<file path="config.mk">
export PLATFORM = sky130hd
export DESIGN_NAME = cgs_div
export DESIGN_NICKNAME = d
export VERILOG_FILES = /design/src/rtl/core/cgs_pkg.sv /design/src/rtl/core/cgs_div.sv
export SDC_FILE = /design/constraint.sdc
export NUM_CORES = 1
export LEC_CHECK = 0
export BUFFER_PORTS_ARGS = -buffer_cell sky130_fd_sc_hd__buf_4
export CAP_MARGIN = 10
export CELL_PAD_IN_SITES_DETAIL_PLACEMENT = 1
export CELL_PAD_IN_SITES_GLOBAL_PLACEMENT = 1
export CORE_MARGIN = 1.5
export CORE_UTILIZATION = 43
export DETAILED_ROUTE_END_ITERATION = 8
export GPL_TIMING_DRIVEN = 1
export PLACE_DENSITY_LB_ADDON = 0.1
export SLEW_MARGIN = 5
export SYNTH_ARGS = -nofsm -noshare
export SYNTH_HDL_FRONTEND = slang
export SYNTH_SLANG_ARGS = --single-unit
export TNS_END_PERCENT = 10
</file>
<file path="constraint.sdc">
create_clock -name clk -period 3.7 [get_ports clk]
set_input_delay 0.37 -clock clk [delete_from_list [all_inputs] [get_ports clk]]
set_output_delay 0.37 -clock clk [all_outputs]
set_load 0.01 [all_outputs]
</file>
<file path="src/rtl/core/cgs_pkg.sv">
// Shared widths and register codes for the clipped gradient step unit.
package cgs_pkg;

	// Element index and value widths.
	localparam int IDX_W = 6;
	localparam int VAL_W = 32;

	// Norm and square sum widths.
	localparam int ROOT_W = 32;
	localparam int SUM_W  = 64;

	// Configuration register widths.
	localparam int THR_W = 31;
	localparam int CNT_W = 7;

	// Configuration register indexes.
	localparam logic [1:0] REG_CLIP_THRESHOLD = 2'd0;
	localparam logic [1:0] REG_LEARNING_RATE  = 2'd1;
	localparam logic [1:0] REG_ACTIVE_COUNT   = 2'd2;

	// Input word commands.
	localparam logic CMD_PARAM = 1'b0;
	localparam logic CMD_GRAD  = 1'b1;

	// Handshake between the sequencer and an iterative unit.
	typedef struct packed {
		logic start;
		logic done;
	} unit_ctl_t;

endpackage

</file>
<file path="src/rtl/core/cgs_div.sv">
// Iterative restoring divider, one quotient bit per cycle.
module cgs_div (
	input  logic                                clk,
	input  logic                                arst_n,
	input  logic                                start,
	input  logic [2*cgs_pkg::VAL_W-2:0]         dividend,
	input  logic [cgs_pkg::ROOT_W-1:0]          divisor,
	output logic                                done,
	output logic [cgs_pkg::VAL_W-1:0]           quotient
);

	logic [cgs_pkg::ROOT_W:0]   rem_q;
	logic [cgs_pkg::VAL_W-1:0]  dq_q;
	logic [cgs_pkg::ROOT_W-1:0] dvs_q;
	logic [5:0]                 cnt_q;
	logic                       busy_q;
	logic                       done_q;
	logic [cgs_pkg::ROOT_W:0]   rem_sh;
	logic                       take;

	// The quotient fits the value width, so the upper dividend bits start as remainder.
	always_comb begin
		rem_sh = {rem_q[cgs_pkg::ROOT_W-1:0], dq_q[cgs_pkg::VAL_W-1]};
		take   = (rem_sh >= {1'b0, dvs_q});
	end

	// Step sequencing.
	always_ff @(posedge clk or negedge arst_n) begin
		if (!arst_n) begin
			busy_q <= 1'b0;
			done_q <= 1'b0;
			cnt_q  <= '0;
		end else begin
			done_q <= 1'b0;
			if (start) begin
				busy_q <= 1'b1;
				cnt_q  <= '0;
			end else if (busy_q) begin
				cnt_q <= cnt_q + 6'd1;
				if (cnt_q == 6'(cgs_pkg::VAL_W - 1)) begin
					busy_q <= 1'b0;
					done_q <= 1'b1;
				end
			end
		end
	end

	// Datapath registers; quotient bits shift into the low dividend bits.
	always_ff @(posedge clk) begin
		if (start) begin
			rem_q <= {2'b00, dividend[2*cgs_pkg::VAL_W-2:cgs_pkg::VAL_W]};
			dq_q  <= dividend[cgs_pkg::VAL_W-1:0];
			dvs_q <= divisor;
		end else if (busy_q) begin
			rem_q <= take ? (rem_sh - {1'b0, dvs_q}) : rem_sh;
			dq_q  <= {dq_q[cgs_pkg::VAL_W-2:0], take};
		end
	end

	assign done     = done_q;
	assign quotient = dq_q;

endmodule

</file>
# Word level (Yosys, flattened, before mapping)
# Cells that the tools add are included.
# W data, S select, Z words.
totals:
  reg_bits: 104
  latchBits: 0
  ram_bits: 0
  mem_bits_ro: 0
  in_bits: 98
  elab_cells: 25
  n_memories: 0
op_classes:
  add_sub_neg: 2
  mul: 0
  n_div: 0
  magnitude_cmp: 1
  eq_ne: 1
  shift: 0
  mux: 13
  bitwise: 0
  n_reduce_logical: 1
op_table:
  columns: ["operator", "count"]
  rows:
  - ["$mux W32", 3]
  - ["$mux W31", 2]
  - ["$ge A33 B32 Y1", 1]
  - ["$sub A32 B32 Y32", 1]
  - ["$mux W6", 2]
  - ["$add A6 B1 Y6 const B", 1]
  - ["$eq A6 B5 Y1 const B", 1]
  - ["$mux W1", 6]
  - ["$reduce_bool A2 Y1", 1]

# Depth between registers and ports, before layout
depth:
  depth_word: 4
  mapped_depth: 13

# Least setup slack after synthesis
# No wires, ideal clock.
synth_path:
  kind: "reg-to-reg"
  start: "reg rem_q[25] (netlist bit)"
  end: "reg dq_q (netlist bit quotient[0]), data pin"
  setup_ps: 260
  arrival_time_ps: 2575
  t_required_ps: 3440
  path_slack_ps: 865
  stages_incl_launch_ff: 11
  path_buffers: 2
  period_less_slack_ps: 2835
  cell_sequence: "edfxtp_1 > ha_1 > a21o_1 > a21o_1 > a21o_1 > a211oi_2 > o211ai_2 > or3_1 > buf_4 > buf_6 > mux2_2"
synth_via:
  elab_chain_cells: 3
synth_rtl:
  columns: ["item", "line", "rtl"]
  rows:
  - ["start, declared", "cgs_div.sv:12", "logic [cgs_pkg::ROOT_W:0] rem_q;"]
  - ["start signal, assigned", "cgs_div.sv:51", "rem_q <= {2'b00, dividend[2*cgs_pkg::VAL_W-2:cgs_pkg::VAL_W]};"]
  - ["start signal, assigned", "cgs_div.sv:55", "rem_q <= take ? (rem_sh - {1'b0, dvs_q}) : rem_sh;"]
  - ["$ge A33 B32 Y1", "cgs_div.sv:24", "take = (rem_sh >= {1'b0, dvs_q});"]
  - ["$mux W32", "cgs_div.sv:54", "end else if (busy_q) begin"]
  - ["$mux W32", "cgs_div.sv:50", "if (start) begin"]
  - ["end signal, assigned", "cgs_div.sv:52", "dq_q <= dividend[cgs_pkg::VAL_W-1:0];"]
  - ["end signal, assigned", "cgs_div.sv:56", "dq_q <= {dq_q[cgs_pkg::VAL_W-2:0], take};"]
  - ["end, declared", "cgs_div.sv:13", "logic [cgs_pkg::VAL_W-1:0] dq_q;"]
# Every way passes these cells. The select of a mux whose other input is x is not followed.
# A chain may end at the register's enable or synchronous reset.

# Final worst setup path
layout_path:
  start: "reg rem_q[12] (netlist bit)"
  end: "reg rem_q[28] (netlist bit), data pin"
layout_via:
  elab_chain_cells: 4
layout_rtl:
  columns: ["item", "line"]
  rows:
  - ["$sub A32 B32 Y32 or $ge A33 B32 Y1 (tied branches)", "cgs_div.sv:55, cgs_div.sv:24"]
  - ["$mux W32 (*)", "cgs_div.sv:55"]
  - ["$mux W31 (*)", "cgs_div.sv:54"]
  - ["$mux W31 (*)", "cgs_div.sv:50"]
# Every way passes the cells marked *; elsewhere a longest branch is shown, timed or not. The select of a mux whose other input is x is not followed.

==> run summary <==
status - finished clean
min-delay src - divisor[22]
Power, Total - 0.00555 W
Cell Count, Final, Fillers Out - 892
Critical Path RT - 3790 ps
asr flop ratio synth - 7.69%
crit-path max FO - 10
RSZ-0062 raised after global routing - false
Seq/Total Area, Yosys - 48.5%
critical path endpoint category - flop
post-DP HPWL - 12,100 um
R2R Path Start - rem_q[12]
grt ovf - 0
placed insts - 875
WP data arrival - 3270 ps
IO Pins - 131
Reg clk slew, reported paths - 80 ps
area post-placement - 0.00746 mm2
Yosys top cell area share - 45.0%
synthesis-stage register bit count - 104
vias per cell - 5.57
Layout area overhead - 22.4%
Post-synth EDFFs - 95
CP peak stage delay - 640 ps
CP bufs+invs - 0
clock latency on the worst-skew pair - 360 ps
diode count - 0
largest net degree at the start of global routing - 63
clk buf depth - 2
post-CTS sizing - 0
Max Cap Viol - 0
cell area after layout - 0.00776 mm2
Slew @ Worst Pin - 886 ps
Worst Slack Setup Final - 517 ps
CTS Root Cell - clkbuf_16
Site Rows - 44
Setup-failing EPs final - 0
static leakage - 3.32 nW
Detail Route Antenna Nets - 0
Avg Cell Area, Syn - 10.8 um2
htree depth - 3
Final min period - 3180 ps
Final nets - 835
initial antenna violation count - 0
Syn Inst Count - 585
Critical Path Start - rem_q[12]
Initial Utilization - 43.8%
DR WL met2 - 7990 um
DRT iter0 DRCs - 265
Synth area leaders - edfxtp_1 45%, ha_1 6.5%, mux2_2 6.0%, a21oi_1 3.7%, dfrtp_1 3.2%
Place WS - 565 ps
CTS tree - yes
total CTS buffers - 9
library cells used by synthesis - 68
Worst path slowest cell - a2111oi_0
Die Width - 124 um
die height - 124 um
Synth area leader - edfxtp_1
GR Util All Layers - 21.9%
Synth top cells by count - 95 x edfxtp_1, 47 x a21oi_1, 45 x nor2_1
Power Density - 715 mW/mm2
Critical Path Source Type - flop
routed wire length - 16,600 um
Synth Warn # - 0
cell family with most CP delay - compound AO/OA/AOI/OAI gates
Die ar. - 0.0155 mm2
Core Box Area - 0.0145 mm2
cells along the critical path - ha_1, nand4_1, a2111oi_0, o211ai_1, o2111ai_1, a41oi_1, xnor2_1, mux2i_1, a21oi_1
IO buf count - 130
maximum VDD drop - 0.000339 V
Final Hold Vio Count - 0
share of layout cells above drive strength 1 - 28.1%
Pre-Repair DR Iteration Count - 4
Synthesized Nets - 717
Hold Path Class - in2reg
Placer Congestion - 0.890
DRT met1 WL - 7230 um
FMAX - 314 MHz
DRC - 0
count leader, synth - edfxtp_1
first-pass GRT wire length - 27,300 um
period utilisation layout - 86.0%
Vias - 4,970
ys flop type - edfxtp_1
CTS Sinks - 104
setup_tns - 0 ps
clock skew - 9.03 ps
crit path kind - reg2reg
fin. max-slew vios - 0
DR top layer - met4
post-detailed-route wirelength per cell - 18.6 um
post-synthesis cell area - 0.00634 mm2
met3 routed WL - 1090 um
slew margin rel. - 41.0%
vias in the first global route - 5,362
## kinds of logic (layout without fill, tap and decap cells)
kind of cell,Yosys count,in the layout,synth area share (%)
compound gates,154,154,16.5
simple gates,142,142,11.0
flops,104,104,48.5
buf+inv,73,196,4.68
mux,52,52,8.88
fa+ha+maj,34,34,6.83
xor+xnor,26,26,3.59
## stage by stage
| stage | utilization, % | hold WS, ps |
|---|---|---|
| after floorplan | - | 74.4 |
| after global placement | 51.5 | 192 |
| after detailed placement | 51.5 | 195 |
| after CTS | 53.6 | 165 |
| after global routing | 53.6 | 165 |
| final | 53.6 | 177 |
## worst paths after layout
kind                             end  slack, ps  depth (start not counted)
max in group asynchronous     busy_q       3210                          2
hold reg to reg                 done        500                          1
hold / removal             dvs_q[22]        180                          1
setup / recovery           rem_q[28]        520                          9
min in group asynchronous   cnt_q[1]        360                          2
setup reg to reg           rem_q[28]        520                          9
## routing by layer
layer / vias up / global-route usage (%)
met4: 0 / 6.09
met2: 132 / 37.1
met1: 2390 / 27.2
met3: 19 / 6.40
li1: 2429 / -
met5: - / 0
## final cells by class
class,instances,area [um2]
clock buffer,9,225
clock inverter,7,63.8
fill,1554,6720
inverter,43,161
multi-input combinational,408,2970
sequential,104,3070
tap,184,230
timing repair buffer,137,1030
## flip-flops by register name, indices dropped and copies added, names as in the netlist
| signal | flops |
|---|---|
| dvs_q | 32 |
| quotient | 32 |
| rem_q | 32 |
| cnt_q | 6 |
| busy_q | 1 |
| done | 1 |
## layout by cell type (no fill, tap or decap), types with 4 or more instances in the layout
| cell | Yosys | routed |
|---|---|---|
| mux2_2 | 34 | 34 |
| nand3_1 | 15 | 15 |
| nand4_1 | 11 | 11 |
| nor2_1 | 45 | 45 |
| mux2i_1 | 18 | 18 |
| a41oi_1 | 4 | 4 |
| inv_1 | 42 | 42 |
| o21ai_1 | 9 | 9 |
| a31oi_1 | 15 | 15 |
| a21o_1 | 16 | 16 |
| o31ai_1 | 5 | 5 |
| clkbuf_16 | 0 | 9 |
| or3_1 | 4 | 4 |
| a2bb2oi_1 | 4 | 4 |
| nor3_1 | 5 | 5 |
| and3_1 | 4 | 4 |
| o211ai_1 | 5 | 5 |
| xnor2_1 | 16 | 16 |
| buf_4 | 2 | 136 |
| dfrtp_1 | 8 | 8 |
| a21oi_1 | 47 | 47 |
| o21ai_0 | 13 | 13 |
| edfxtp_1 | 95 | 95 |
| o21bai_1 | 6 | 6 |
| xor2_1 | 10 | 10 |
| ha_1 | 33 | 33 |
| nand2_1 | 36 | 35 |
## timing repair
action / CTS / global route
setup buffers: 0 / 0
hold buffers: 1 / 0
hold endpoints to repair: 8 / 0
## power by group
part	leakage [nW]	internal, W	switching [W]
Sequential	1.09	0.00160	0.000146
Combinational	2.09	0.00121	0.00164
Clock	0.140	0.000470	0.000481
Note: power is estimated with default switching activity, not from simulation.
