<file path="config.mk">
export PLATFORM = sky130hd
export DESIGN_NAME = cgs_sqrt
export DESIGN_NICKNAME = d
export VERILOG_FILES = /design/src/rtl/core/cgs_pkg.sv /design/src/rtl/core/cgs_sqrt.sv
export SDC_FILE = /design/constraint.sdc
export NUM_CORES = 1
export LEC_CHECK = 0
export BUFFER_PORTS_ARGS = -buffer_cell sky130_fd_sc_hd__buf_2
export CORE_MARGIN = 3
export CORE_UTILIZATION = 35
export CTS_CLUSTER_SIZE = 10
export DETAILED_ROUTE_END_ITERATION = 10
export HOLD_SLACK_MARGIN = 0.03
export PLACE_DENSITY = 0.64
export SKIP_CTS_REPAIR_TIMING = 1
export SLEW_MARGIN = 0
export SYNTH_ARGS = -nofsm -noshare
export SYNTH_HDL_FRONTEND = slang
export SYNTH_SLANG_ARGS = --single-unit
</file>
<file path="constraint.sdc">
create_clock -name clk -period 3 [get_ports clk]
set_input_delay 0.9 -clock clk [delete_from_list [all_inputs] [get_ports clk]]
set_output_delay 0.9 -clock clk [all_outputs]
set_load 0.1 [all_outputs]
</file>
<file path="src/rtl/core/cgs_pkg.sv">
// Shared widths and register codes for the clipped gradient step unit.
package cgs_pkg;

	// Element index and value widths.
	localparam int IDX_W = 6;
	localparam int VAL_W = 32;

	// Norm and square sum widths.
	localparam int ROOT_W = 32;
	localparam int SUM_W  = 64;

	// Configuration register widths.
	localparam int THR_W = 31;
	localparam int CNT_W = 7;

	// Configuration register indexes.
	localparam logic [1:0] REG_CLIP_THRESHOLD = 2'd0;
	localparam logic [1:0] REG_LEARNING_RATE  = 2'd1;
	localparam logic [1:0] REG_ACTIVE_COUNT   = 2'd2;

	// Input word commands.
	localparam logic CMD_PARAM = 1'b0;
	localparam logic CMD_GRAD  = 1'b1;

	// Handshake between the sequencer and an iterative unit.
	typedef struct packed {
		logic start;
		logic done;
	} unit_ctl_t;

endpackage

</file>
<file path="src/rtl/core/cgs_sqrt.sv">
// Iterative integer square root, two radicand bits per cycle.
module cgs_sqrt (
	input  logic                                clk,
	input  logic                                arst_n,
	input  logic                                start,
	input  logic [cgs_pkg::SUM_W-1:0]           radicand,
	output logic                                done,
	output logic [cgs_pkg::ROOT_W-1:0]          root
);

	logic [cgs_pkg::SUM_W-1:0]  rad_q;
	logic [cgs_pkg::ROOT_W+1:0] rem_q;
	logic [cgs_pkg::ROOT_W-1:0] root_q;
	logic [5:0]                 cnt_q;
	logic                       busy_q;
	logic                       done_q;
	logic [cgs_pkg::ROOT_W+1:0] rem_sh;
	logic [cgs_pkg::ROOT_W+1:0] trial;
	logic                       take;

	// One digit step: bring in two radicand bits and try the next root bit.
	always_comb begin
		rem_sh = {rem_q[cgs_pkg::ROOT_W-1:0], rad_q[cgs_pkg::SUM_W-1 -: 2]};
		trial  = {root_q, 2'b01};
		take   = (rem_sh >= trial);
	end

	// Step sequencing over all root bits.
	always_ff @(posedge clk or negedge arst_n) begin
		if (!arst_n) begin
			busy_q <= 1'b0;
			done_q <= 1'b0;
			cnt_q  <= '0;
		end else begin
			done_q <= 1'b0;
			if (start) begin
				busy_q <= 1'b1;
				cnt_q  <= '0;
			end else if (busy_q) begin
				cnt_q <= cnt_q + 6'd1;
				if (cnt_q == 6'(cgs_pkg::ROOT_W - 1)) begin
					busy_q <= 1'b0;
					done_q <= 1'b1;
				end
			end
		end
	end

	// Datapath registers.
	always_ff @(posedge clk) begin
		if (start) begin
			rad_q  <= radicand;
			rem_q  <= '0;
			root_q <= '0;
		end else if (busy_q) begin
			rad_q  <= {rad_q[cgs_pkg::SUM_W-3:0], 2'b00};
			rem_q  <= take ? (rem_sh - trial) : rem_sh;
			root_q <= {root_q[cgs_pkg::ROOT_W-2:0], take};
		end
	end

	assign done = done_q;
	assign root = root_q;

endmodule

</file>
## After elaboration in Yosys (flattened, before gate mapping)

Cells that the tools add are included.

| cells by class | value |
|---|---|
| muxes and demuxes | 11 |
| div/mod/pow operators | 0 |
| equality and inequality tests | 1 |
| bitwise gates (word level) | 0 |
| order comparisons | 1 |
| multiply operators | 0 |
| reduce and logical (&&, ||, !) cells | 1 |
| $add $sub $neg | 2 |
| shifts and indexed selects | 0 |

Operator list:

| operator | number |
|---|---|
| 64-bit 2-to-1 mux | 2 |
| 34-bit >= comparator | 1 |
| 32-bit 2-to-1 mux | 1 |
| 32-bit subtractor | 1 |
| 6-bit 2-to-1 mux | 2 |
| 6-bit by 1-bit adder with 6-bit output, second input constant | 1 |
| 6-bit by 5-bit equality test with 1-bit output, second input constant | 1 |
| 1-bit 2-to-1 mux | 6 |
| 2-bit nonzero test | 1 |

| storage, ports and cells | value |
|---|---|
| bits of input ports | 67 |
| bits in latches | 0 |
| ROM bits | 0 |
| memory bits (writable) | 0 |
| flip-flop bits (word level) | 136 |
| memories kept | 0 |

## Depth between registers and ports, before layout

Gate-level depths: netlist of the first run.

| logic depth | value |
|---|---|
| word-level depth | 4 |
| mapped depth | 13 |
| gate-level depth less buffers | 10 |

## Least setup slack after synthesis of the first run

Ideal clock, no wire load.

| timing path | value |
|---|---|
| path type | flip-flop to flip-flop |
| from | register root_q (netlist bit root[12]) |
| to | register rem_q[27] in the netlist's numbering |
| stages on the path, launching flop included | 11 |
| library setup time | 88 ps |
| path slack | -548 ps |
| clock period less this slack | 3548 ps |
| path buffers | 0 |
| data required time | 2912 ps |
| arrival | 3459 ps |
| cell sequence | dfxtp_1 -> inv_1 -> ha_1 -> a211oi_2 -> o21ai_1 -> o311a_1 -> and2_4 -> o41a_4 -> o211a_1 -> or4_4 -> a311oi_2 |

| on the way | value |
|---|---|
| word-level cells in the longest chain between the ends | 2 |
| elaborated cells between the ends (all ways) | 3 |

Ends and longest elaborated chain:

| element | RTL line | RTL |
|---|---|---|
| start, declared | cgs_sqrt.sv:13 | `logic [cgs_pkg::ROOT_W-1:0] root_q;` |
| start signal, assigned | cgs_sqrt.sv:58 | `root_q <= {root_q[cgs_pkg::ROOT_W-2:0], take};` |
| 32-bit subtractor or 34-bit >= comparator (tied branches) | cgs_sqrt.sv:57, cgs_sqrt.sv:25 |  |
| 32-bit 2-to-1 mux * | cgs_sqrt.sv:57 | `rem_q <= take ? (rem_sh - trial) : rem_sh;` |
| end signal, assigned | cgs_sqrt.sv:57 |  |
| end, declared | cgs_sqrt.sv:12 | `logic [cgs_pkg::ROOT_W+1:0] rem_q;` |

Mark *: on every way between the ends. The rest lies on a longest branch, timed or not.
A chain may end at the register's enable or synchronous reset.

## Worst setup path in the final report of the first run

Same ends and word-level chain as after synthesis.

==> results of run 1 <==
==> power groups by stage <==
stage                     Clock [mW]  Sequential (mW)  Combinational [mW]
after floorplan                    0             2.41                3.33
after global placement             0             2.38                4.31
after detailed placement           0             2.38                4.34
after CTS                       2.14             2.34                4.37
after global routing            2.22             2.38                4.92
final                           2.08             2.35                4.44
==> how the worst min path moves through the flow <==
stage | startpoint | to | slack, ns | cells past startpoint
2_1_floorplan | rem_q[0] | rem_q[0] | 0.47 | 2
3_3_place_gp | root[4] | root[4] | 0.49 | 2
3_5_place_dp | rem_q[2] | rem_q[2] | 0.50 | 2
4_1_cts | arst_n | cnt_q[0] | 0.29 | 1
5_1_grt | arst_n | cnt_q[0] | 0.30 | 1
6_report | arst_n | cnt_q[0] | 0.31 | 1
==> metal layers <==
layer	GRT usage, %	wire length, um	vias to the layer above
met5	0	0	-
met2	23.0	7910	123
met3	5.59	1170	16
met1	19.7	8080	2809
li1	-	-	2950
met4	3.88	173	0
==> worst max-delay path, stage by stage (launching register included) <==
cell	delay [ns]
sky130_fd_sc_hd__dfxtp_4	0.35
sky130_fd_sc_hd__inv_1	0.06
sky130_fd_sc_hd__ha_4	0.26
sky130_fd_sc_hd__a211oi_2	0.26
sky130_fd_sc_hd__o21ai_1	0.11
sky130_fd_sc_hd__o311a_1	0.12
sky130_fd_sc_hd__and2_4	0.18
sky130_fd_sc_hd__o41a_4	0.47
sky130_fd_sc_hd__o211a_1	0.22
sky130_fd_sc_hd__or4_4	0.50
sky130_fd_sc_hd__a311oi_2	0.24
==> state kept, by name (all words and copies together), names as in the netlist <==
name    flops
cnt_q       6
rem_q      32
rad_q      64
busy_q      1
done        1
root       32
==> through the flow <==
stage	area (um^2)	hold slack [ns]	power (mW)
final	9430	0.311	8.86
after global routing	9430	0.299	9.53
after CTS	9340	0.293	8.86
after detailed placement	8760	0.496	6.72
after global placement	8760	0.495	6.69
after floorplan	7910	0.472	5.74
==> layout make-up <==
class	instances	area share [%]
Multi-Input combinational cell	536	43.4
Sequential cell	136	36.9
Tap cell	280	3.72
Clock inverter	15	1.66
Clock buffer	17	4.51
Timing Repair Buffer	125	8.02
Inverter	42	1.71
==> placed cells by master (no fill, tap or decap), drive strengths merged, types with 34 or more instances in the layout <==
master,synthesis,layout
nor2,96,96
a21oi,34,34
mux2i,58,58
inv,42,49
ha,35,35
buf,19,125
edfxtp,64,64
dfxtp,64,64
mux2,63,63
nand2,42,42
==> cell families after synthesis <==
logic type,Yosys count,synth area share (%)
multiplexers,121,16.5
AND/OR/NAND/NOR,213,13.0
flip-flops,136,43.6
XOR/XNOR,26,2.92
AO/OA/AOI/OAI,141,13.0
adder cells (fa/ha/maj),35,5.61
buffers and inverters,87,5.40
==> results.txt, run 1 <==
----------------------------------------------------
[Pwr]
  Switching part of the total ... 37.7%
  Share of total power in sequential cells ... 26.5%
  Max rail drop VDD ... roughly 0.43 mV
  Clock power share ... 23.4%
  Internal power ... 5.52 mW
  Static power due to leakage ... around 4.1 nW
  Power density over the cells ... 940 nW/um^2
  Logic gate share of total power ... 50.1%
  Psw ... 3.35 mW

[CTS]
  Clock tree from TritonCTS ... yes
  Clock insertion delay at the later pin of the skew report ... 0.43 ns
  Clock slew at reported path FFs ... 0.07 ns
  TritonCTS Sinks ... 136
  Clock tree buffer depth ... 2
  H-tree levels ... 4
  Clock buffer count from CTS ... 17
  CTS root buffer ... sky130_fd_sc_hd__clkbuf_16

[Drt]
  Final ANT Viol Nets ... 0
  DRC violation total after the first TritonRoute iteration ... 268
  Post-Route WL ... 17.3 mm
  Detailed-route wire length per cell ... 15.1 um
  Vias post-DR ... 5898
  Post-DR vias/cell ... between 5 and 6
  First drt pass iteration count ... 4
  Residual DRC count ... 0

[Logic synthesis]
  Proportion of synthesized flip-flops having asynchronous set or reset ... slightly below 6%
  Most frequent cell after synthesis ... sky130_fd_sc_hd__nor2_1
  Unique masters post-synth ... 73
  Predominant post-synthesis flop cell ... sky130_fd_sc_hd__edfxtp_1
  Syn. warnings ... 0
  Most common library cells after synthesis ... 96 x sky130_fd_sc_hd__nor2_1, 64 x sky130_fd_sc_hd__dfxtp_1, 64 x sky130_fd_sc_hd__edfxtp_1
  Number of synthesized flops with an enable pin ... 64
  Post-synth top area cell ... sky130_fd_sc_hd__edfxtp_1
  Number of synthesized register bits ... 136
  Post-synthesis instance area ... 7810 um^2
  Post-synthesis sequential area ratio ... 43.6%
  Synth area leaders ... sky130_fd_sc_hd__edfxtp_1 25%, sky130_fd_sc_hd__dfxtp_1 16%, sky130_fd_sc_hd__mux2_2 9.1%
  Area share of the largest cell type after synthesis ... 24.6%
  Synthesized instance count ... 759
  Nets in the synthesized netlist ... 861
  Post-synthesis area per instance ... 10.3 um^2

[Critical path]
  Crit. Startpoint ... root[12]
  Critical Path Sink ... rem_q[27]
  Data arrival at the endpoint of the critical path ... 3.21 ns
  Crit path required time ... 3.34 ns
  Highest fanout seen on the critical path ... 8
  Worst reg2reg path endpoint ... rem_q[27]
  Capturing element type of the critical path ... register
  R2R cell count ... 10
  Crit path launch type ... register
  RR Startpoint ... root[12]
  Type of the worst setup path ... reg -> reg
  Setup slack on the worst flop-to-flop path ... 0.13 ns

[Finish]
  Fraction of the core area covered by cells at the end of the flow ... ~43%
  Number of nets in the finished design ... 960
  Area of combinational cells with multiple inputs ... 4100 um^2
  Synth-to-layout area growth ... 20.8%
  Count of filler cells inserted in the layout ... 2151
  Seq. cell area ... about 3500 um^2
  Share of post-route cells with drive strength above 1 ... 32.3%
  Cell Count, Final, Fillers Out ... 1151
  Total inserted antenna cells ... 0

[Timing]
  Slew at the pin closest to its max-slew limit ... 0.629 ns
  Period utilisation layout ... 95.5%
  Count of final hold-check violations ... 0
  Final critical path time including I/O delays and setup ... 2.87 ns
  Final-report setup violation count ... 0
  Unrepaired setup endpoints after global routing ... yes
  Final critical-path setup slack ... 0.134 ns
  Pins Over Slew Limit ... 0
  Worst relative slew slack ... around 58%
  Worst Skew ... approximately 0.012 ns
  Total negative slack ... 0 ns
  Top achievable clock speed ... between 0.3 and 0.4 GHz

[Placement]
  Number of cells in the design after placement ... between 1000 and 1500
  Worst slack at placement ... 0.0729 ns
  Routability Congestion ... 0.826
  Count of buffers inserted at the top-level ports ... 99
  Detail Placement HPWL ... 12.3 mm

[Hold path]
  Worst min-delay path class ... in -> async

[Global route]
  Largest net degree at the start of global routing ... 74
  Global-route wire length before repair ... 29.5 mm
  Via count of the first global-routing pass ... just under 6000
  Antenna violations before repair ... 0
  Leftover overflow at the end of global routing ... 0
  Overall track demand over capacity in global routing ... 14.9%

[Floorplan]
  Die Wd ... 155 um
  Vertical die dimension ... 155 um
  Placeable Area ... 21900 um^2
  Die area ... 24100 um^2
  Initial cell density of the core ... 35.7%
  Row count ... 54
  Count of boundary I/O pins ... 100

[Outcome]
  Status ... completed

[Flow run]
  Maxcap violations ... 0

----------------------------------------------------
Power figures use the tool's default switching activity.
==> run 2: changes to the inputs <==
PLACE_DENSITY = 0.62   (was 0.64)
clock period = 3.07 ns   (was 3 ns; I/O delays follow)
==> results.txt, run 2 (synthesized netlist as in run 1, its figures left out) <==
----------------------------------------------------
[Global route]
  Via count of the first global-routing pass ... 5856 (+0.14%)
  Overall track demand over capacity in global routing ... 14.7% (-0.21 points)
  Largest net degree at the start of global routing ... 65 (-12%)
  Antenna violations before repair ... 0 (unchanged)
  Global-route wire length before repair ... 29.1 mm (-1.4%)
  Leftover overflow at the end of global routing ... 0 (unchanged)

[CTS]
  CTS root buffer ... sky130_fd_sc_hd__clkbuf_16
  Clock slew at reported path FFs ... 0.06 ns (about the same)
  Clock tree buffer depth ... 2 (unchanged)
  H-tree levels ... 4 (unchanged)
  Clock buffer count from CTS ... 17 (unchanged)
  Clock tree from TritonCTS ... yes
  TritonCTS Sinks ... 136 (unchanged)
  Clock insertion delay at the later pin of the skew report ... 0.43 ns (about the same)

[Critical path]
  Data arrival at the endpoint of the critical path ... 3.27 ns (+0.06 ns)
  Highest-delay cell along the critical path ... sky130_fd_sc_hd__or4_1
  Type of the worst setup path ... reg -> reg
  Buf+Inv Stages, Crit Path ... 1 (unchanged)
  Largest incremental delay on the critical path ... 0.59 ns (+0.09 ns)
  Crit path launch type ... register
  Highest fanout seen on the critical path ... 7 (-1)
  Largest delay share family, worst path ... simple AND/OR/NAND/NOR gates
  Cells along the critical path ... inv_1, ha_1, nand4_1, or4_1, nor3_1, nor4_1, nand3_2, nand2_4, or4_4, a311oi_2
  Capturing element type of the critical path ... register
  Crit path required time ... 3.41 ns (+0.07 ns)

[Outcome]
  Status ... completed

[Placement]
  Count of buffers inserted at the top-level ports ... 99 (unchanged)
  Worst slack at placement ... 0.102 ns (+0.0295 ns)
  Number of cells in the design after placement ... 1108 (-0.98%)
  Detail Placement HPWL ... 12.1 mm (-1.5%)
  Routability Congestion ... 0.877 (+6.2%)

[Timing]
  Total negative slack ... 0 ns (unchanged)
  Worst Skew ... 0.00924 ns (-0.00287 ns)
  Unrepaired setup endpoints after global routing ... no
  Final critical path time including I/O delays and setup ... 2.93 ns (+0.0636 ns)
  Worst relative slew slack ... 51.6% (-6.2 points)
  Top achievable clock speed ... 0.341 GHz (-2.2%)
  Pins Over Slew Limit ... 0 (unchanged)
  Count of final hold-check violations ... 0 (unchanged)
  Final critical-path setup slack ... 0.141 ns (+0.00645 ns)
  Slew at the pin closest to its max-slew limit ... 0.726 ns (+0.0977 ns)
  Final-report setup violation count ... 0 (unchanged)
  Period utilisation layout ... 95.4% (-0.11 points)

[Pwr]
  Power density over the cells ... 921 nW/um^2 (-2.0%)
  Static power due to leakage ... 4.07 nW (-1.5%)
  Max rail drop VDD ... 0.566 mV (+33%)

[Finish]
  Number of nets in the finished design ... 950 (-1.0%)
  Most flops, register ... rad_q
  Leading cell types in the layout, fill and taps excluded ... 98 x sky130_fd_sc_hd__buf_2, 96 x sky130_fd_sc_hd__nor2_1, 64 x sky130_fd_sc_hd__edfxtp_1
  Cell Count, Final, Fillers Out ... 1141 (-0.87%)
  Most frequent standard cell in the layout excluding fill and tap cells ... sky130_fd_sc_hd__buf_2
  Fraction of the core area covered by cells at the end of the flow ... 42.2% (-0.90 points)
  Largest register FFs ... 64 (unchanged)
  Synth-to-layout area growth ... 18.3%
  Total inserted antenna cells ... 0 (unchanged)
  Share of post-route cells with drive strength above 1 ... 30.2% (-2.1 points)

[Flow run]
  Maxcap violations ... 0 (unchanged)

[Hold path]
  Worst min-delay path class ... in -> async

[Floorplan]
  Count of boundary I/O pins ... 100 (unchanged)
  Initial cell density of the core ... 35.7% (unchanged)
  Die Wd ... 155 um (unchanged)
  Die area ... 24100 um^2 (unchanged)
  Placeable Area ... 21900 um^2 (unchanged)
  Vertical die dimension ... 155 um (unchanged)
  Row count ... 54 (unchanged)

[Drt]
  Detailed-route wire length per cell ... 15.1 um (about the same)
  Final ANT Viol Nets ... 0 (unchanged)
  Post-Route WL ... 17.2 mm (-0.86%)
  DRC violation total after the first TritonRoute iteration ... 239 (-11%)
  Residual DRC count ... 0 (unchanged)
  First drt pass iteration count ... 4 (unchanged)
  Vias post-DR ... 5803 (-1.6%)
  Post-DR vias/cell ... 5.09 (-0.75%)

----------------------------------------------------
==> run 2: changes by cell type in the layout (fill, tap and decap cells not counted), moves of 2 or more <==
cell / before / now
sky130_fd_sc_hd__dfxtp_2: 10 / 12
sky130_fd_sc_hd__ha_1: 27 / 33
sky130_fd_sc_hd__ha_4: 7 / 0
sky130_fd_sc_hd__dfxtp_1: 37 / 39
sky130_fd_sc_hd__buf_4: 22 / 12
sky130_fd_sc_hd__dfxtp_4: 17 / 13
sky130_fd_sc_hd__inv_8: 1 / 4
==> run 2: cell type report <==
cell class / count / area (um^2)
timing repair buffer: 115 / 681
clock buffer: 18 / 429
sequential: 136 / 3470
inverter: 42 / 158
multi-input combinational: 536 / 3990
fill: 2157 / 12700
tap: 280 / 350
clock inverter: 14 / 153
==> run 2: path summary, 6_finish.rpt <==
kind,slack (ns),depth (start not counted),startpoint,endpoint
max,0.14,10,root[13],rem_q[27]
min,0.33,1,arst_n,cnt_q[0]
max reg2reg,0.14,10,root[13],rem_q[27]
min reg2reg,0.50,2,rem_q[21],rem_q[21]
max in group asynchronous,2.55,1,arst_n,busy_q
min in group clk,0.50,2,rem_q[21],rem_q[21]
==> run 2: stage by stage <==
step | cell area, um^2 | power, mW | hold slack [ns]
floorplan | 7870 | 5.60 | 0.472
global placement | 8630 | 6.43 | 0.490
detailed placement | 8630 | 6.44 | 0.497
CTS | 9220 | 8.56 | 0.314
global route | 9230 | 9.13 | 0.316
finish | 9230 | 8.51 | 0.325
==> run 2: power by group <==
group | internal (mW) | total, mW | switching [mW] | leakage [nW]
clock | 1.15 | 2.06 | 0.901 | 0.285
sequential | 2.15 | 2.29 | 0.141 | 1.32
combinational | 1.96 | 4.16 | 2.20 | 2.46
==> run 2: metal layers <==
metal / part of all wire (%) / vias to the layer above / wire length [um] / GRT usage, %
met5: 0 / - / 0 / 0
met1: 48 / 2725 / 8170 / 20.1
met3: 7.0 / 17 / 1200 / 5.45
li1: - / 2932 / - / -
met4: 1.1 / 0 / 181 / 4.04
met2: 44 / 129 / 7640 / 21.9
==> run 3: changes to the inputs <==
CORE_MARGIN = not set   (was 3)
==> results.txt, run 3 (synthesized netlist as in run 1, its figures left out) <==
----------------------------------------------------
[Finish]
  Total inserted antenna cells ... 0 (unchanged)
  Most flops, register ... rad_q
  Cell Count, Final, Fillers Out ... 1148 (+0.61%)
  Share of post-route cells with drive strength above 1 ... 31.2% (+1.0 points)
  Fraction of the core area covered by cells at the end of the flow ... 42.5% (+0.36 points)
  Leading cell types in the layout, fill and taps excluded ... 98 x sky130_fd_sc_hd__buf_2, 96 x sky130_fd_sc_hd__nor2_1, 64 x sky130_fd_sc_hd__edfxtp_1
  Most frequent standard cell in the layout excluding fill and tap cells ... sky130_fd_sc_hd__buf_2
  Number of nets in the finished design ... 957 (+0.74%)
  Largest register FFs ... 64 (unchanged)
  Synth-to-layout area growth ... 18.9%
  Count of filler cells inserted in the layout ... 2117 (-1.9%)

[Timing]
  Worst hold-check slack ... 0.323 ns (-0.00225 ns)
  Pins Over Slew Limit ... 0 (unchanged)
  Top achievable clock speed ... 0.338 GHz (-1.1%)
  Slew at the pin closest to its max-slew limit ... 0.601 ns (-0.126 ns)
  Worst relative slew slack ... 59.7% (+8.1 points)
  Final critical path time including I/O delays and setup ... 2.96 ns (+0.0311 ns)
  Final-report setup violation count ... 0 (unchanged)
  Unrepaired setup endpoints after global routing ... no
  Total negative slack ... 0 ns (unchanged)
  Worst Skew ... 0.00924 ns (-0.00000228 ns)
  Count of final hold-check violations ... 0 (unchanged)
  Period utilisation layout ... 96.4% (+1.0 points)

[Pwr]
  Power density over the cells ... 915 nW/um^2 (-0.75%)
  Max rail drop VDD ... 0.665 mV (+18%)
  Static power due to leakage ... 4.09 nW (+0.45%)
  Total power ... 8.49 mW (-0.21%)

[CTS]
  Clock buffer count from CTS ... 17 (unchanged)
  TritonCTS Sinks ... 136 (unchanged)
  Clock tree from TritonCTS ... yes
  CTS root buffer ... sky130_fd_sc_hd__clkbuf_16
  Clock insertion delay at the later pin of the skew report ... 0.43 ns (about the same)
  Clock slew at reported path FFs ... 0.07 ns (about the same)
  Clock tree buffer depth ... 2 (unchanged)
  H-tree levels ... 4 (unchanged)

[Critical path]
  RR Startpoint ... root[16]
  Capturing element type of the critical path ... register
  Crit path required time ... 3.41 ns (about the same)
  Highest fanout seen on the critical path ... 10 (+3)
  Type of the worst setup path ... reg -> reg
  Crit. Startpoint ... root[16]
  Data arrival at the endpoint of the critical path ... 3.30 ns (+0.03 ns)
  Crit path launch type ... register

[Hold path]
  Worst min-delay path class ... in -> async

[Placement]
  Count of buffers inserted at the top-level ports ... 99 (unchanged)
  Detail Placement HPWL ... 12.2 mm (+0.72%)
  Routability Congestion ... 0.875 (-0.27%)
  Number of cells in the design after placement ... 1115 (+0.63%)

[Floorplan]
  Initial cell density of the core ... 35.8% (+0.11 points)
  Row count ... 54 (unchanged)
  Vertical die dimension ... 151 um (-2.6%)
  Placeable Area ... 21800 um^2 (-0.31%)
  Die Wd ... 151 um (-2.6%)
  Count of boundary I/O pins ... 100 (unchanged)
  Die area ... 22900 um^2 (-5.1%)

[Global route]
  Leftover overflow at the end of global routing ... 0 (unchanged)
  Antenna violations before repair ... 1 (+1)
  Global-route wire length before repair ... 27.8 mm (-4.3%)
  Largest net degree at the start of global routing ... 39 (-40%)
  Overall track demand over capacity in global routing ... 15.6% (+0.89 points)
  Via count of the first global-routing pass ... 5634 (-3.8%)

[Drt]
  Post-Route WL ... 17.0 mm (-0.95%)
  DRC violation total after the first TritonRoute iteration ... 216 (-9.6%)
  Post-DR vias/cell ... 5.07 (-0.25%)
  Residual DRC count ... 0 (unchanged)
  Detailed-route wire length per cell ... 14.8 um (-1.6%)
  Final ANT Viol Nets ... 0 (unchanged)
  Vias post-DR ... 5824 (+0.36%)
  First drt pass iteration count ... 4 (unchanged)

[Outcome]
  Status ... completed

[Flow run]
  Maxcap violations ... 0 (unchanged)

----------------------------------------------------
## run 3: cell types whose count changed in the layout (fill, tap and decap cells not counted), moves of 2 or more
cell	before	now
sky130_fd_sc_hd__buf_4	12	20
sky130_fd_sc_hd__o21ai_0	12	14
sky130_fd_sc_hd__clkinvlp_4	1	3
sky130_fd_sc_hd__ha_2	2	6
sky130_fd_sc_hd__o21ai_1	5	3
sky130_fd_sc_hd__clkinv_4	2	0
sky130_fd_sc_hd__ha_1	33	29
## run 3: stage by stage
step	worst slack (ns)	cell area (um^2)
floorplan	-0.00191	7870
global placement	0.155	8670
detailed placement	0.0969	8670
CTS	0.0718	9260
global route	0.00408	9280
finish	0.110	9280
## run 3: critical path, stage by stage, from the launching register on
cell and delay (ns):
sky130_fd_sc_hd__dfxtp_4 0.36, sky130_fd_sc_hd__inv_1 0.04, sky130_fd_sc_hd__ha_1 0.40, sky130_fd_sc_hd__or2_1 0.29, sky130_fd_sc_hd__o311a_1 0.15, sky130_fd_sc_hd__and2_4 0.17, sky130_fd_sc_hd__o41a_4 0.48, sky130_fd_sc_hd__o211a_1 0.23
sky130_fd_sc_hd__or4_4 0.51, sky130_fd_sc_hd__a311oi_2 0.25
## run 3: worst paths after layout
| kind | cells after the start | slack, ns | to |
|---|---|---|---|
| max | 9 | 0.11 | rem_q[27] |
| min | 1 | 0.32 | cnt_q[3] |
| max reg2reg | 9 | 0.11 | rem_q[27] |
| min reg2reg | 2 | 0.50 | rem_q[0] |
| max in group asynchronous | 1 | 2.55 | busy_q |
| min in group clk | 2 | 0.50 | rem_q[0] |
## run 3: area by class of cell
class / count / area, um^2 / area share, %
Clock inverter: 15 / 156 / 1.69
Inverter: 42 / 158 / 1.70
Timing Repair Buffer: 122 / 721 / 7.76
Sequential cell: 136 / 3470 / 37.4
Clock buffer: 17 / 425 / 4.58
Tap cell: 280 / 350 / 3.77
Multi-Input combinational cell: 536 / 4000 / 43.1
## run 3: layer usage
layer	global-route usage, %	vias to the layer above	part of all wire, %
met1	20.0	2719	47
met3	6.02	22	7.7
met4	4.35	2	1.1
li1	-	2949	-
met2	24.2	132	44
met5	0	-	0.076
## run 3: report_power, final
group          internal (mW)  switching (mW)  leakage (nW)
Clock                   1.15           0.903         0.279
Sequential              2.15           0.139          1.32
Combinational           1.96            2.18          2.49
